[src/rtl/filtered_keyed_miss_counter_macros.svh]
// Assertion macros for the filtered keyed miss counter.
// Expect signals aclk and aresetn in the scope of use.
`ifndef FILTERED_KEYED_MISS_COUNTER_MACROS_SVH
`define FILTERED_KEYED_MISS_COUNTER_MACROS_SVH

// same-cycle implication
`define FKMC_ASSERT_IMPL(lbl, ante, cons, msg) \
    lbl: assert property (@(posedge aclk) disable iff (!aresetn) (ante) |-> (cons)) \
        else $error(msg);

// next-cycle implication
`define FKMC_ASSERT_NEXT(lbl, ante, cons, msg) \
    lbl: assert property (@(posedge aclk) disable iff (!aresetn) (ante) |=> (cons)) \
        else $error(msg);

`endif

[src/rtl/fkmc_pkg.sv]
// Shared types and constants for the filtered keyed miss counter.
// No dependencies.
`default_nettype none
package fkmc_pkg;
    localparam int ENTRIES_DEF  = 1024;
    localparam int CPU_BITS_DEF = 12;
    localparam logic [31:0] ANY_CPU = 32'hFFFF_FFFF;
    localparam int CFG_IDX_W = 8;

    typedef enum logic [CFG_IDX_W-1:0] {
        REG_PROCESS = 8'd0,
        REG_THREAD  = 8'd1,
        REG_CPU     = 8'd2,
        REG_BANK    = 8'd3
    } reg_idx_t;

    typedef enum logic [1:0] {
        ST_FILTERED = 2'd0,
        ST_HIT      = 2'd1,
        ST_NEW      = 2'd2,
        ST_DROP     = 2'd3
    } status_t;

    typedef enum logic [2:0] {
        S_IDLE, S_CHECK, S_SCAN, S_HIT, S_MISS, S_DONE
    } state_t;

    typedef struct packed {
        logic pass;
        logic bank;
    } filt_t;
endpackage
`default_nettype wire

[src/rtl/fkmc_cfg.sv]
// Configuration registers and event filter check.
// Depends on fkmc_pkg.
`default_nettype none
module fkmc_cfg #(
    parameter int CPU_BITS = 12
) (
    input  wire logic                            aclk,
    input  wire logic                            aresetn,
    input  wire logic                            cfg_we,
    input  wire logic [fkmc_pkg::CFG_IDX_W-1:0]  cfg_index,
    input  wire logic [31:0]                     cfg_data,
    input  wire logic [31:0]                     ev_process,
    input  wire logic [31:0]                     ev_thread,
    input  wire logic [CPU_BITS-1:0]             ev_cpu,
    output fkmc_pkg::filt_t                      filt
);
    import fkmc_pkg::*;

    logic [31:0] proc_reg, thr_reg, cpu_reg;
    logic        bank_reg;

    always_ff @(posedge aclk) begin
        if (!aresetn) begin
            proc_reg <= '0;
            thr_reg  <= '0;
            cpu_reg  <= ANY_CPU;
            bank_reg <= 1'b0;
        end else if (cfg_we) begin
            case (cfg_index)
                REG_PROCESS: proc_reg <= cfg_data;
                REG_THREAD:  thr_reg  <= cfg_data;
                REG_CPU:     cpu_reg  <= cfg_data;
                REG_BANK:    bank_reg <= cfg_data[0];
                default: ;
            endcase
        end
    end

    always_comb begin
        filt.bank = bank_reg;
        filt.pass = !((proc_reg != '0 && ev_process != proc_reg) ||
                      (thr_reg != '0 && ev_thread != thr_reg) ||
                      (cpu_reg != ANY_CPU && 32'(ev_cpu) != cpu_reg));
    end
endmodule
`default_nettype wire

[config.mk]
export PLATFORM = sky130hd
export DESIGN_NAME = fkmc_cfg
export DESIGN_NICKNAME = d
export VERILOG_FILES = /design/src/rtl/filtered_keyed_miss_counter_macros.svh /design/src/rtl/fkmc_pkg.sv /design/src/rtl/fkmc_cfg.sv
export SDC_FILE = /design/constraint.sdc
export NUM_CORES = 1
export LEC_CHECK = 0
export CAP_MARGIN = 20
export CORE_MARGIN = 2
export CORE_UTILIZATION = 48
export DETAILED_ROUTE_END_ITERATION = 16
export DONT_BUFFER_PORTS = 1
export PLACE_DENSITY = 0.63
export SYNTH_ARGS = -nofsm -noshare
export SYNTH_HDL_FRONTEND = slang
export SYNTH_SLANG_ARGS = --single-unit
[constraint.sdc]
create_clock -name aclk -period 1.6 [get_ports aclk]
set_input_delay 0.24 -clock aclk [delete_from_list [all_inputs] [get_ports aclk]]
set_output_delay 0.24 -clock aclk [all_outputs]
set_load 0.02 [all_outputs]
# Yosys cells after proc, flatten, opt, wreduce, memory -nomap -nowiden

Cells that the tools add are included.

Register bits after elaboration: 97
Bits of input ports: 119
Output and inout port bits: 2
Word-level logic and storage cells: 24

Equal/unequal tests: 7
Reductions and logical operators: 13

Operators by type and width:

| cell                   | number |
|---|---|
| $ne A32 B32 Y1         | 2 |
| $reduce_bool A32 Y1    | 2 |
| $ne A12 B32 Y1         | 1 |
| $ne A32 B32 Y1 const B | 1 |
| $eq A8 B2 Y1 const B   | 2 |
| $eq A8 B1 Y1 const B   | 1 |
| $logic_not A8 Y1       | 1 |
| $reduce_and A2 Y1      | 4 |
| $logic_and A1 B1 Y1    | 3 |
| $logic_or A1 B1 Y1     | 2 |
| $logic_not A1 Y1       | 1 |

# Depth between registers and ports, before layout

Depth in word-level cells: 5
Gate-level depth with buffers: 7
Mapped depth without buffers: 5

# Least setup slack after synthesis

No wires, ideal clock.

Path type: flip-flop to output port
Start point: register cpu_reg[31]
End point: output filt[1] (netlist name)
Arrival: 1510 ps
Slack: -150 ps
Cell stages (with the launch flop): 6
Buffers on the path: 0
Data required time: 1360 ps
Cell sequence: dfxtp_1 > nor4_1 > nand4_1 > nor4_1 > a22oi_1 > nor3_1

RTL lines:

| element                | line           | source |
|---|---|---|
| start, declared        | fkmc_cfg.sv:19 | `logic [31:0] proc_reg, thr_reg, cpu_reg;` |
| start signal, assigned | fkmc_cfg.sv:32 | `REG_CPU: cpu_reg <= cfg_data;` |
| end, declared          | fkmc_cfg.sv:15 | `output fkmc_pkg::filt_t filt` |

==> key figures <==
Final layout
  • N_diodes: 0
  • Area taken by multi-input logic gates: 0.00271 sq mm
  • Nets@finish: 676
  • FF/Latch Area: 0.00195 sq mm
  • Layout cells sized above 1: between 15 and 20%
  • Area grow syn2layout: 21.4%
  • Fillers: 841
  • Layout Utilization: 59.2%

Timing
  • Tcrit/Tclk final: 142%
  • Setup TNS: -0.675 ns
  • Final setup violation count: 1
  • Maximum clock rate: 440 MHz
  • Fin. max-slew vios: 0
  • Relative slew slack: slightly below 60%
  • Final min period: 2.28 ns
  • Least-Margin Pin Slew: about 0.63 ns
  • Unrepaired setup endpoints after global routing: true
  • Setup Skew: 0 ns
  • Fin. Hold Viols: 0
  • Setup ws final: -0.675 ns

Global route
  • First-pass GRT wire length: 20.2 mm
  • Overall Global Routing Usage: 25.8%
  • Largest net degree at the start of global routing: 66
  • Total grt overflow: 0
  • Initial antenna violation count: 0
  • Number of global-route vias before repair: 3725

Clock network
  • CTS buffer count: 9
  • CTS Sinks: 97
  • TritonCTS clock tree: built
  • Root Buffer: clkbuf_8
  • Clock-pin slew on the worst setup and hold paths: around 0.090 ns
  • H-tree depth: 3
  • Skew-Pair Late Insertion Delay: 0.36 ns
  • Clock buffer depth: 2

Detailed routing
  • Starting DRT DRC Count: 218
  • DRT Pass-1 Iters: 6
  • Post-route DRC violation count: 0
  • Via/cell ratio: 5.55
  • Drt total wl: around 14 mm
  • Antenna violation net count after detailed routing: 0
  • Via count of the routed design: 3855
  • DR WL/cell: 20.4 um

Place
  • Post-Place Setup Slack: -0.281 ns
  • Number of port buffers: 0
  • HPWL after detailed placement: 10.1 mm
  • Final GP Congestion: 0.893

Critical path
  • Worst R2R Setup Slack: a little over 0.8 ns
  • Req. time, crit path: 1.36 ns
  • R2R depth: 3
  • CP max FO: 3
  • CP endpoint kind: output pin
  • CP startpoint kind: flip-flop
  • Setup CP Type: flip-flop to output pin
  • R2r startpoint: thr_reg[14]$_SDFFE_PN0P_
  • Worst r2r dst: thr_reg[14]$_SDFFE_PN0P_
  • Crit path DAT: 2.04 ns

Synthesis
  • Share of Yosys cell area claimed by the top area cell type: 41.5%
  • Count of cell types in the netlist: 21
  • EDFF count, synth: 0
  • Cell taking the most area after synthesis: dfxtp_1
  • Largest cells by area after synthesis: dfxtp_1, mux2i_1, xnor2_1
  • #FFs+latches synth: between 90 and 100
  • Fraction of registers with async set/reset: 0%
  • Net Count, Synth: 618
  • Syn Std Cell Area: 0.00468 sq mm
  • Yosys warns: 0
  • Synthesized area per cell: roughly 9.4 sq um
  • Ys flop type: dfxtp_1
  • Gate Count Post-Synth: 499
  • Seq/Total Area, Yosys: 41.5%

Flow run
  • Max Cap Viol: 0

Floorplan
  • I/O pins: between 100 and 150
  • Initial core utilization: slightly below 50%
  • Chip Height: between 100 and 150 um
  • Number of core rows: 36
  • Die Wd: 103 um
  • Core area: 0.00959 sq mm
  • Die footprint: 0.0106 sq mm

Hold path
  • WHS Path Cells: 2
  • Hold_sp: cfg_data[26]
  • Hold path endpoint: cpu_reg[26]$_SDFFE_PN1P_
  • Path type of the worst min-delay path: primary input to flip-flop

Pwr
  • PD cells: 786 mW/mm^2
  • Max VDD drop: 0.000485 V
  • Power, Total: 0.00447 W
  • Pleak: 2.27 nW

Outcome
  • Status: complete, but fails checks
  • Failing checks: negative setup slack
[final cells by class]
cell class | count | area share [%]
repair buffers | 71 | 11.3
clock inverters | 7 | 1.65
flip-flops and latches | 97 | 34.3
well taps | 133 | 2.93
clock buffers | 9 | 2.18
multi-input cells | 378 | 47.6
[cells by family after synthesis]
logic type                after synthesis  share of synthesized area (%)
muxes                                  65                           13.9
and+or+nand+nor                       234                           27.3
AOI/OAI and AO/OA                       3                          0.374
xor gates and xnor gates               76                           14.2
DFF                                    97                           41.5
buffers and inverters                  24                           2.73
[critical path: stages (launching register included)]
cell and delay [ns]:
dfxtp_1 0.38, xnor2_1 0.14, buf_4 0.15, nand4_1 0.09
nor4_2 0.33, a21oi_1 0.13, nor3_2 0.26, buf_4 0.20
[layer usage]
metal / global-route usage [%] / routed length [um] / vias up
met3: 6.58 / 1060 / 20
li1: - / - / 1834
met5: 0 / 0 / -
met4: 8.70 / 302 / 0
met2: 41.1 / 6700 / 147
met1: 34.4 / 6150 / 1854
[Yosys cell counts, types with 2 or more instances]
library cell	n
nor4_1	28
buf_6	3
nor2_1	3
a21oi_1	2
xor2_1	3
nand2_1	66
nand4_1	32
nor2b_1	65
xnor2_1	73
dfxtp_1	97
buf_2	9
mux2i_1	65
nand3_1	33
clkbuf_1	11
nor3_1	3
[power breakdown]
group	switching [W]	internal (W)	total [W]
clock network	0.000892	0.000881	0.00177
logic	0.000106	0.000170	0.000275
registers	0.00000389	0.00242	0.00242
[worst max path at each step]
stage	slack (ns)	from	to	cells past startpoint
4_1_cts	-0.58	cpu_reg[14]$_SDFFE_PN1P_	filt[1]	6
3_5_place_dp	-0.28	cpu_reg[15]$_SDFFE_PN1P_	filt[1]	6
6_report	-0.68	thr_reg[15]$_SDFFE_PN0P_	filt[1]	7
5_1_grt	-0.67	cpu_reg[31]$_SDFFE_PN1P_	filt[1]	7
3_3_place_gp	-0.27	proc_reg[10]$_SDFFE_PN0P_	filt[1]	6
2_1_floorplan	0.004	cpu_reg[31]$_SDFFE_PN1P_	filt[1]	5
[through the flow]
stage	hold slack [ns]	cells	area, sq um
2_1_floorplan	0.364	499	4680
3_3_place_gp	0.322	654	5110
3_5_place_dp	0.325	654	5110
4_1_cts	0.00000216	686	5560
5_1_grt	0.00118	695	5680
6_report	0.00191	695	5680
[repair_timing]
action	in CTS	in global routing
setup buffers	1	0
gates resized for setup	14	5
pin swaps	12	0
hold buffers	15	9
endpoints found under the setup margin	1	1
endpoints found under the hold margin	33	16
[placed cells by master, fill, tap and decap left out]
cell type      netlist  final
dfxtp_1             97     90
nor3_4               1      1
mux2i_1             65     65
xnor2_1             73     69
nor2b_1             65     65
nor4_4               0      3
dlygate4sd3_1        0     23
nand4b_1             1      1
nand4_1             32     32
nor2_1               3      2
nor3_2               0      1
nor4_2               0      2
a22oi_1              1      1
buf_4                1     44
bufinv_16            0      2
xnor2_2              0      4
buf_12               0      4
nor2_2               0      1
clkinv_2             0      2
dfxtp_2              0      7
nand3_1             33     33
nor3_1               3      2
xor2_1               3      3
clkbuf_8             0      9
nor4_1              28     23
clkinvlp_4           0      2
nand2_1             66     66
nor4b_4              1      1
or2_2                1      1
a21oi_1              2      2
inv_6                0      1
No activity file was read; power rests on OpenSTA's default activity.
