File: src/rtl/filtered_keyed_miss_counter_macros.svh
// Assertion macros for the filtered keyed miss counter.
// Expect signals aclk and aresetn in the scope of use.
`ifndef FILTERED_KEYED_MISS_COUNTER_MACROS_SVH
`define FILTERED_KEYED_MISS_COUNTER_MACROS_SVH

// same-cycle implication
`define FKMC_ASSERT_IMPL(lbl, ante, cons, msg) \
    lbl: assert property (@(posedge aclk) disable iff (!aresetn) (ante) |-> (cons)) \
        else $error(msg);

// next-cycle implication
`define FKMC_ASSERT_NEXT(lbl, ante, cons, msg) \
    lbl: assert property (@(posedge aclk) disable iff (!aresetn) (ante) |=> (cons)) \
        else $error(msg);

`endif

File: src/rtl/fkmc_ram.sv
// Generic single-port synchronous RAM with registered read.
// No dependencies.
`default_nettype none
module fkmc_ram #(
    parameter int WIDTH = 8,
    parameter int DEPTH = 16
) (
    input  wire logic                     aclk,
    input  wire logic                     we,
    input  wire logic [$clog2(DEPTH)-1:0] addr,
    input  wire logic [WIDTH-1:0]         wdata,
    output logic      [WIDTH-1:0]         rdata
);
    logic [WIDTH-1:0] mem [DEPTH];

    always_ff @(posedge aclk) begin
        if (we) begin
            mem[addr] <= wdata;
        end
        rdata <= mem[addr];
    end
endmodule
`default_nettype wire

File: config.mk
export PLATFORM = sky130hd
export DESIGN_NAME = fkmc_ram
export DESIGN_NICKNAME = d
export VERILOG_FILES = /design/src/rtl/filtered_keyed_miss_counter_macros.svh /design/src/rtl/fkmc_ram.sv
export SDC_FILE = /design/constraint.sdc
export NUM_CORES = 1
export LEC_CHECK = 0
export BUFFER_PORTS_ARGS = -buffer_cell sky130_fd_sc_hd__buf_2
export CAP_MARGIN = 15
export CORE_MARGIN = 4
export CORE_UTILIZATION = 30
export CTS_BUF_LIST = sky130_fd_sc_hd__clkbuf_16
export DETAILED_ROUTE_END_ITERATION = 8
export GPL_TIMING_DRIVEN = 0
export PLACE_DENSITY = 0.54
export SYNTH_ARGS = -nofsm -noshare
export SYNTH_HDL_FRONTEND = slang
export SYNTH_SLANG_ARGS = --single-unit
File: constraint.sdc
create_clock -name aclk -period 1.7 [get_ports aclk]
set_input_delay 0.085 -clock aclk [delete_from_list [all_inputs] [get_ports aclk]]
set_output_delay 0.085 -clock aclk [all_outputs]
set_load 0.01 [all_outputs]
## Word level (Yosys, flattened, before mapping)

Memory sizes are Yosys's and may differ from the RTL's. A register that Yosys moved wholly into a read port is not among the register bits.
Cells that the tools add are included.

- Memories kept: 1
- RAM bits: 128
- Input bits: 14
- Flip-flop bits (word level): 0
- Output and inout port bits: 8

- Muxes and demuxes: 2

Memory list:

| name | words | bits a word | read ports | clocked after Yosys merged registers in | write ports | RTL line | text |
|---|---|---|---|---|---|---|---|
| mem | 16 | 8 | 1 | 1 | 1 | fkmc_ram.sv:14 | `logic [WIDTH-1:0] mem [DEPTH];` |

Operators by type and width:

| kind | number |
|---|---|
| $mux 1 | 2 |

## Longest topological paths before layout

Gate-level depths: netlist (run 1).

- Word-level depth: 2
- Gate-level depth with buffers: 5
- Mapped depth without buffers: 3

## Worst setup path before layout (run 1)

Ideal clock, no wire load.

- Path kind: input to register
- Start: input port addr[2]
- End: memory mem[0][0], enable pin
- Cell stages on the path: 2
- Setup slack: 0.122 ns
- Arrival: 1.195 ns
- Cell sequence: or3b_2 nor3_1

RTL lines:

| what | RTL line | text |
|---|---|---|
| from (decl) | fkmc_ram.sv:10 | `input wire logic [$clog2(DEPTH)-1:0] addr,` |
| to (decl) | fkmc_ram.sv:14 |  |

Straight into the memory's write port.

## Worst setup path in the final report (run 1)

- Start: input port addr[1]
- End: memory mem[2][1], enable pin

Straight into the memory's write port.

==> out/qor.txt, run 1 <==
Drt drc -> 0
Port Buf Inserts -> 19
Wire per inst -> 20.50 µm
Antenna violations before repair -> 0
Final Max Tran Viols -> 0
Critical Path RT -> 1.73 ns
Synthesized netlist cell count -> 230
M3 GR Usage -> 3.157%
Post-route minimum period -> 1.745 ns
Area leader, netlist -> edfxtp_1
Num ports -> 22
Postcts setup bufs -> 0
First-pass GRT wire length -> 15.44 mm
DP Worst Slack -> -0.5063 ns
Worst setup SP type -> primary input
Gate power share -> 5.1%
Register share of total power -> 53.1%
Status -> complete, but fails checks
Cell area after synthesis -> 5067 µm²
Most common cell after layout, fill and taps aside -> edfxtp_1
Library cells used by synthesis -> 18
Layout cells sized above 1 -> 30.04%
DP HPWL -> 6.774 mm
Layout area overhead -> 17.53%
Crit path launch -> addr[1]
Gr usage total -> 11.95%
Die X -> 138.0 µm
Largest net degree at the start of global routing -> 17
LEAKAGE -> 1.917 nW
Area fraction of the dominant cell type after synthesis -> 75.85%
Gr ovfl total -> 0
Worst r2r path cells -> 3
Avg Cell Area, Syn -> 22.03 µm²
Placed cell areas -> 5468 µm²
Routed vias/inst -> 4.648
Global-route met1 utilization -> 15.96%
Crit Path Max Fanout -> 10
CP Capture Type -> flip-flop
Nets -> 286
Slew HR -> 45.29%
Setup ws final -> -0.04526 ns
Net switching power -> 1.433 mW
Clock Pin Slew Worst Setup and Hold Paths -> 0.05 ns
CP Class -> primary input to flip-flop
Sequential-to-total area share from yosys stat -> 79.01%
Worst skew pair latency -> 0.41 ns
HP Class -> primary input to flip-flop
Die Y-Extent -> 138.0 µm
Root Buffer -> clkbuf_16
Worst Hold Depth -> 1
GR peak layer -> met2
R2r startpoint -> mem[7][3]
Final Hold Fails -> 0
Commonest non-fill, non-tap cells in the layout -> edfxtp_1 (128), mux4_2 (32), buf_2 (21)
Worst-Margin Slew -> 0.8144 ns
Core ar. -> 16580 µm²
Worst R2R End -> rdata[3]
Clock Power Share -> 41.8%
Pint -> 5.672 mW
Max_cap viols -> 0
Hold Path Sink -> mem[5][6]
Failing checks -> setup timing
Total negative setup slack -> -0.4107 ns
Fmax -> 573.0 MHz
Peak VDD IR -> 0.6977 mV
GR Util met2 -> 17.98%
Pwr Density -> 1193 nW/µm²
CTS Hold Buffers Added -> 0
DR iter-0 viols -> 213
Crit path arrival time -> 1.78 ns
Starting density of the core -> 30.56%
# setup viols final -> 16
CTS tree -> built
Largest cells by area after synthesis -> edfxtp_1 (76%), mux4_2 (14%), dfxtp_1 (3.2%)
Final instance area -> 5956 µm²
Die ar. -> 19030 µm²
DR pass1 iterations -> 5
R2R Setup Slk -> 0.32 ns
Final Cycle Share -> 102.7%
TritonCTS Sinks -> 136
Unrepaired setup endpoints after global routing -> yes
Syn_nets -> 244
Final wirelength -> 10.31 mm
Antenna diodes -> 0
Switch share -> 20.17%
Seq cells post-synth -> 136
Final GP Congestion -> 0.7071
Min-delay src -> wdata[6]
CTS-repair resized insts -> 1
H-tree levels -> 4
Num CTS Buffers -> 17
Post-route antenna net violation count -> 0
Clock Path Buffers -> 2
Clock Skews -> 0.007492 ns
Fin util -> 35.91%
Yosys Warn Count -> 0
Via count -> 2338
Vias in the first global route -> 2491
Row count -> 47
-- through the flow --
step	hold WS, ns	total power [mW]	instances
2_1_floorplan	0.1839	4.039	230
3_3_place_gp	0.4832	4.197	469
3_5_place_dp	0.4837	4.212	473
4_1_cts	0.07159	7.196	503
5_1_grt	0.08647	7.383	503
6_report	0.08817	7.105	503
-- final cells by class --
cell class                      count  area [µm²]
Fill cell                        1559       10630
Sequential cell                   136        4004
Multi-Input combinational cell     83        1013
Clock buffer                       17       425.4
Tap cell                          220       275.3
Timing Repair Buffer               23       125.1
Buffer                             11       60.06
Clock inverter                     13       52.55
-- synthesized netlist by cell type, drive strengths merged --
cell,n
dfxtp,8
edfxtp,128
clkbuf,3
nand2b,2
mux4,32
nand3b,2
buf,8
nand2,9
nor2,13
nor3,4
a22oi,16
nand3,1
nor2b,2
and2,1
or3b,1
-- critical path, cell delays in order --
cell	delay, ns
buf_2	0.25
buf_1	0.48
nand2b_1	0.28
nor2_1	0.67
-- worst max path at each step --
stage | end | depth (start not counted)
after floorplan | mem[0][0] | 2
after CTS | mem[7][3] | 4
after global routing | mem[3][2] | 4
final | mem[2][1] | 4
after global placement | mem[0][7] | 3
after detailed placement | mem[7][3] | 4
-- sequential cells by signal, indices dropped and copies added (netlist names) --
signal  count
mem       128
rdata       8
-- power by group through the flow --
stage / Clock, mW / Sequential [mW] / Combinational (mW)
finish: 2.97 / 3.77 / 0.365
CTS: 3.05 / 3.77 / 0.374
global route: 3.21 / 3.77 / 0.399
detailed placement: 0 / 3.84 / 0.375
global placement: 0 / 3.83 / 0.365
floorplan: 0 / 3.85 / 0.193
-- cells by family after synthesis --
kind of cell,count (synthesis),synth area share (%)
flops,136,79.01
simple gates,35,3.210
buf+inv,11,1.185
mux,32,14.22
compound gates,16,2.370
-- metal layers --
metal  routed length (µm)  part of all wire [%]
met2                 5014                    49
met5                    0                     0
met4                  102                  0.99
met3                  684                   6.6
met1                 4508                    44
Note: power is estimated with default switching activity, not from simulation.
==> inputs of run 2 (changes only) <==
--- a/config.mk
+++ b/config.mk
@@ -5,14 +5,14 @@
 export SDC_FILE = /design/constraint.sdc
 export NUM_CORES = 1
 export LEC_CHECK = 0
-export BUFFER_PORTS_ARGS = -buffer_cell sky130_fd_sc_hd__buf_2
 export CAP_MARGIN = 15
 export CORE_MARGIN = 4
 export CORE_UTILIZATION = 30
 export CTS_BUF_LIST = sky130_fd_sc_hd__clkbuf_16
 export DETAILED_ROUTE_END_ITERATION = 8
+export DONT_BUFFER_PORTS = 1
 export GPL_TIMING_DRIVEN = 0
-export PLACE_DENSITY = 0.54
+export PLACE_DENSITY = 0.53
 export SYNTH_ARGS = -nofsm -noshare
 export SYNTH_HDL_FRONTEND = slang
 export SYNTH_SLANG_ARGS = --single-unit
==> run 2 against run 1 <==
  * The flow now finishes without violations
  * First-iteration DRC count down 30%
  * Count of clock-buffer cells in the layout is the same
  * Die area unchanged
  * Design area barely moved
  * Wire length rose by 5.6%
  * Non-clock buffer count down 11
  * Global-route usage grew 0.72 points
  * Via count up 1.5%
  * Critical path depth did not move
  * Worst hold slack gained 0.035 ns
  * Highest routed layer unchanged
==> out/qor.txt, run 2 (synthesis results as in run 1) <==
Status -> complete, no violations
Row count -> 47
TritonCTS Sinks -> 136
Drt drc -> 0
Commonest non-fill, non-tap cells in the layout -> edfxtp_1 (128), mux4_2 (32), clkbuf_16 (17)
Gr ovfl total -> 0
Worst skew pair latency -> 0.41 ns
Biggest regs -> mem (128), rdata (8)
Final Cycle Share -> 95.20%
Max reg flops -> 128
Most common cell after layout, fill and taps aside -> edfxtp_1
Postcts setup bufs -> 0
Post-route antenna net violation count -> 0
Largest net degree at the start of global routing -> 17
Fmax -> 617.9 MHz
LEAKAGE -> 1.882 nW
First-pass GRT wire length -> 16.24 mm
R2r startpoint -> mem[7][3]
DR pass1 iterations -> 4
Port Buf Inserts -> 0
Num CTS Buffers -> 17
Vias in the first global route -> 2523
Antenna diodes -> 0
Crit path max-delay family -> simple AND/OR/NAND/NOR gates
Layout area overhead -> 17.51%
Crit path arrival time -> 1.67 ns
Layout cells sized above 1 -> 25.64%
Unrepaired setup endpoints after global routing -> yes
Pwr Density -> 1196 nW/µm²
Critical Path RT -> 1.75 ns
DR iter-0 viols -> 150
Clock Path Buffers -> 2
Global-route met1 utilization -> 17.01%
Clock Skews -> 0.006068 ns
Routed vias/inst -> 4.813
Largest Register -> mem
Total negative setup slack -> 0 ns
R2R Setup Slk -> 0.30 ns
CTS tree -> built
Root Buffer -> clkbuf_16
Final wirelength -> 10.89 mm
Crit path cell chain -> buf_2 -> buf_1 -> nand2_1 -> nor2_2
Placed cell areas -> 5373 µm²
Number of fillers in the final layout -> 1571
Starting density of the core -> 30.56%
CP Capture Point -> mem[7][6]
Worst R2R End -> rdata[3]
Crit Path Max Fanout -> 10
Crit path launch -> addr[1]
Buf/Inv on CP -> 2
Critical path's slowest cell -> nor2_2
# setup viols final -> 0
DP HPWL -> 6.971 mm
Worst-Margin Slew -> 0.8102 ns
Max incr delay on CP -> 0.51 ns
Die Y-Extent -> 138.0 µm
Die ar. -> 19030 µm²
Crit path depth -> 4
HP Class -> primary input to flip-flop
Nets -> 275
Die X -> 138.0 µm
CP Class -> primary input to flip-flop
Antenna violations before repair -> 0
Clock Pin Slew Worst Setup and Hold Paths -> 0.05 ns
Final Hold Fails -> 0
Post-route minimum period -> 1.618 ns
Num ports -> 22
CP Capture Type -> flip-flop
Max_cap viols -> 0
GR peak layer -> met2
Wire per inst -> 22.08 µm
GR Util met2 -> 18.30%
Slew HR -> 45.57%
Final Max Tran Viols -> 0
Peak VDD IR -> 0.7607 mV
Core ar. -> 16580 µm²
Via count -> 2373
Gr usage total -> 12.68%
Final GP Congestion -> 0.7475
H-tree levels -> 4
Worst setup SP type -> primary input
Final instance area -> 5954 µm²
M3 GR Usage -> 5.479%
Worst r2r path cells -> 3
run 2: changes by cell type in the layout (fill, tap and decap cells not counted):
cell	previous run	this run
buf_2	21	2
inv_1	5	7
clkinv_1	5	4
nor2_1	9	5
dlygate4sd3_1	0	8
nor2_2	4	8
run 2: worst min path at each step:
stage	from	end	slack, ns	cells after the start
floorplan	wdata[0]	mem[0][0]	0.18	0
global placement	wdata[6]	mem[6][6]	0.19	0
detailed placement	wdata[6]	mem[7][6]	0.19	0
CTS	addr[2]	mem[12][4]	0.08	2
global route	addr[3]	mem[3][6]	0.14	2
finish	addr[3]	mem[0][6]	0.12	2
run 2: what timing repair did:
| item | CTS | global route |
|---|---|---|
| pin swaps | 0 | 0 |
| hold buffers | 8 | 0 |
| setup endpoints to repair | 64 | 48 |
| resized for setup | 2 | 6 |
| endpoints found under the hold margin | 128 | 0 |
run 2: cell type report:
cell class / count / area [µm²] / share of cell area [%]
sequential: 136 / 4004 / 67.24
tap: 220 / 275.3 / 4.623
clock inverter: 14 / 56.30 / 0.9456
multi-input combinational: 83 / 1023 / 17.19
clock buffer: 17 / 425.4 / 7.144
buffer: 11 / 60.06 / 1.009
timing repair buffer: 12 / 110.1 / 1.849
run 2: report_power, final:
part / switching [mW] / internal, mW
clock: 1.22 / 1.78
combinational: 0.203 / 0.133
sequential: 0.0322 / 3.75
total: 1.46 / 5.66
run 2: per-layer routing:
layer,part of all wire [%],vias to the layer above
met4,1.4,0
met5,0,-
met2,47,73
met3,8.0,12
met1,44,1262
li1,-,1026
run 2: through the flow:
step	util, %	std cells	total power, mW	worst slack [ns]	hold WS (ns)
4_1_cts	35.82	493	7.201	-0.08908	0.08451
2_1_floorplan	-	230	4.039	0.1220	0.1839
3_5_place_dp	32.40	454	4.132	-0.5475	0.1858
6_report	35.91	493	7.121	0.08163	0.1236
3_3_place_gp	32.22	450	4.122	-0.5379	0.1856
5_1_grt	35.91	493	7.389	-0.02568	0.1400
run 2: worst register-to-register path, delay by kind of cell (launching register included):
kind / cells / cell delay (ns)
multiplexers: 1 / 0.50
AO/OA/AOI/OAI: 1 / 0.26
AND/OR/NAND/NOR: 1 / 0.15
flip-flops: 1 / 0.35
==> inputs of run 3 (changes only) <==
--- a/config.mk
+++ b/config.mk
@@ -6,13 +6,15 @@
 export NUM_CORES = 1
 export LEC_CHECK = 0
 export CAP_MARGIN = 15
+export CELL_PAD_IN_SITES_DETAIL_PLACEMENT = 0
+export CELL_PAD_IN_SITES_GLOBAL_PLACEMENT = 2
 export CORE_MARGIN = 4
 export CORE_UTILIZATION = 30
 export CTS_BUF_LIST = sky130_fd_sc_hd__clkbuf_16
 export DETAILED_ROUTE_END_ITERATION = 8
 export DONT_BUFFER_PORTS = 1
 export GPL_TIMING_DRIVEN = 0
-export PLACE_DENSITY = 0.53
+export PLACE_DENSITY = 0.61
 export SYNTH_ARGS = -nofsm -noshare
 export SYNTH_HDL_FRONTEND = slang
 export SYNTH_SLANG_ARGS = --single-unit
==> run 3 against run 2 <==
  * The flow now finishes with violations (setup timing)
  * Final cell count grew 0.20%
  * First-iteration DRC count decreased by 11%
  * Wire length down 2.4%
  * Utilization shrank 0.068 points
  * Count of clock-buffer cells in the layout stayed put
  * Combinational power about the same
  * Design area is 0.19% lower
  * Worst hold slack worse by 0.027 ns
  * Clock power about the same
  * Register-to-register slack worse by 0.03 ns
  * Critical path type unchanged
  * Largest power group unchanged
  * Highest routed layer unchanged
==> out/qor.txt, run 3 (synthesis results as in run 1) <==
Layout cells sized above 1 -> 23.44%
Worst-Margin Slew -> 0.8438 ns
Critical Path RT -> 1.74 ns
HP Class -> primary input to flip-flop
Num CTS Buffers -> 17
Setup ws final -> -0.06693 ns
Largest Register -> mem
Net switching power -> 1.451 mW
Postcts setup bufs -> 0
DR iter-0 viols -> 133
Worst Hold Depth -> 2
DP Worst Slack -> -0.4948 ns
Biggest regs -> mem (128), rdata (8)
Total negative setup slack -> -0.9724 ns
CP Capture Type -> flip-flop
# setup viols final -> 34
Fin util -> 35.84%
Final wirelength -> 10.63 mm
Crit Path Max Fanout -> 10
Clock Power Share -> 42.1%
Port Buf Inserts -> 0
TritonCTS Sinks -> 136
Most common cell after layout, fill and taps aside -> edfxtp_1
R2r startpoint -> mem[7][2]
Gate power share -> 4.7%
Final Cycle Share -> 103.9%
Failing checks -> setup timing
DR pass1 iterations -> 4
Commonest non-fill, non-tap cells in the layout -> edfxtp_1 (128), mux4_2 (32), clkbuf_16 (17)
Routed vias/inst -> 4.656
Unrepaired setup endpoints after global routing -> yes
R2R Setup Slk -> 0.27 ns
Post-route minimum period -> 1.767 ns
Antenna violations before repair -> 0
H-tree levels -> 4
Worst r2r path cells -> 3
DP HPWL -> 6.851 mm
Post-route antenna net violation count -> 0
Final Max Tran Viols -> 0
Crit path arrival time -> 1.81 ns
Largest net degree at the start of global routing -> 17
Max reg flops -> 128
Nets -> 274
Gr usage total -> 12.29%
Clock Skews -> 0.005828 ns
Hold Path Sink -> mem[12][7]
Worst setup SP type -> primary input
Via count -> 2300
Layout area overhead -> 17.28%
Clock Pin Slew Worst Setup and Hold Paths -> 0.05 ns
Die Y-Extent -> 138.0 µm
Status -> complete, but fails checks
Clock Path Buffers -> 2
Max incr delay on CP -> 0.71 ns
Num ports -> 22
Final Hold Fails -> 0
Core ar. -> 16580 µm²
Fmax -> 566.0 MHz
Pint -> 5.667 mW
Vias in the first global route -> 2407
Register share of total power -> 53.2%
Critical path's slowest cell -> nor2_1
Placed cell areas -> 5370 µm²
Final instance area -> 5943 µm²
CTS tree -> built
Drt drc -> 0
Crit path cell chain -> buf_2 -> buf_1 -> nand2_1 -> nor2_1
Pwr Density -> 1198 nW/µm²
Final GP Congestion -> 0.6805
Starting density of the core -> 30.56%
Die X -> 138.0 µm
Min-delay src -> addr[2]
Worst R2R End -> rdata[2]
Gr ovfl total -> 0
Die ar. -> 19030 µm²
Root Buffer -> clkbuf_16
Max_cap viols -> 0
Worst skew pair latency -> 0.42 ns
Switch share -> 20.38%
First-pass GRT wire length -> 15.94 mm
CP Class -> primary input to flip-flop
Peak VDD IR -> 0.6877 mV
Row count -> 47
LEAKAGE -> 1.877 nW
Slew HR -> 43.54%
Wire per inst -> 21.52 µm
[run 3: cell count changes in the layout (fill, tap and decap cells not counted), sizes merged]
cell | before | now
buf | 12 | 11
diode | 0 | 1
clkinv | 7 | 9
inv | 7 | 6
[run 3: how the worst max path moves through the flow]
stage	from	to	slack, ns	depth (start not counted)
after floorplan	addr[2]	mem[0][0]	0.12	2
after global placement	addr[1]	mem[0][7]	-0.56	3
after detailed placement	addr[1]	mem[10][4]	-0.49	4
after CTS	addr[1]	mem[2][7]	-0.07	4
after global routing	addr[1]	mem[10][4]	-0.16	4
final	addr[1]	mem[3][1]	-0.07	4
[run 3: layout make-up]
| cell class | count | area (µm²) |
|---|---|---|
| fill | 1560 | 10640 |
| clock inverter | 15 | 60.06 |
| multi-input combinational | 83 | 1013 |
| sequential | 136 | 4004 |
| clock buffer | 17 | 425.4 |
| tap | 220 | 275.3 |
| timing repair buffer | 11 | 102.6 |
| buffer | 11 | 60.06 |
| antenna | 1 | 2.502 |
[run 3: routing by layer]
| metal | vias to the layer above | track usage, % | wire length, µm |
|---|---|---|---|
| met3 | 13 | 5.007 | 559 |
| li1 | 1027 | - | - |
| met5 | - | 0 | 0 |
| met4 | 0 | 2.799 | 101 |
| met1 | 1211 | 17.27 | 5072 |
| met2 | 49 | 17.98 | 4897 |
[run 3: worst max-delay path: cells and delay by family]
family                 cells  cell delay [ns]
AND/OR/NAND/NOR            2             0.96
buffers and inverters      2             0.75
[run 3: stage by stage]
stage	power, mW	instances	hold slack (ns)
after floorplan	4.039	230	0.1839
after global placement	4.123	450	0.1859
after detailed placement	4.131	453	0.1858
after CTS	7.190	493	0.08685
after global routing	7.393	493	0.1259
final	7.117	494	0.09691
[run 3: power by group through the flow]
stage | Combinational, mW | Sequential (mW) | Clock, mW
2_1_floorplan | 0.193 | 3.85 | 0
3_3_place_gp | 0.273 | 3.85 | 0
3_5_place_dp | 0.276 | 3.85 | 0
4_1_cts | 0.342 | 3.79 | 3.06
5_1_grt | 0.362 | 3.79 | 3.24
6_report | 0.333 | 3.79 | 3.00
[run 3: timing repair]
action | in CTS | in global routing
hold endpoints to repair | 128 | 0
resized for setup | 0 | 2
setup endpoints to repair | 58 | 64
hold buffers | 8 | 0
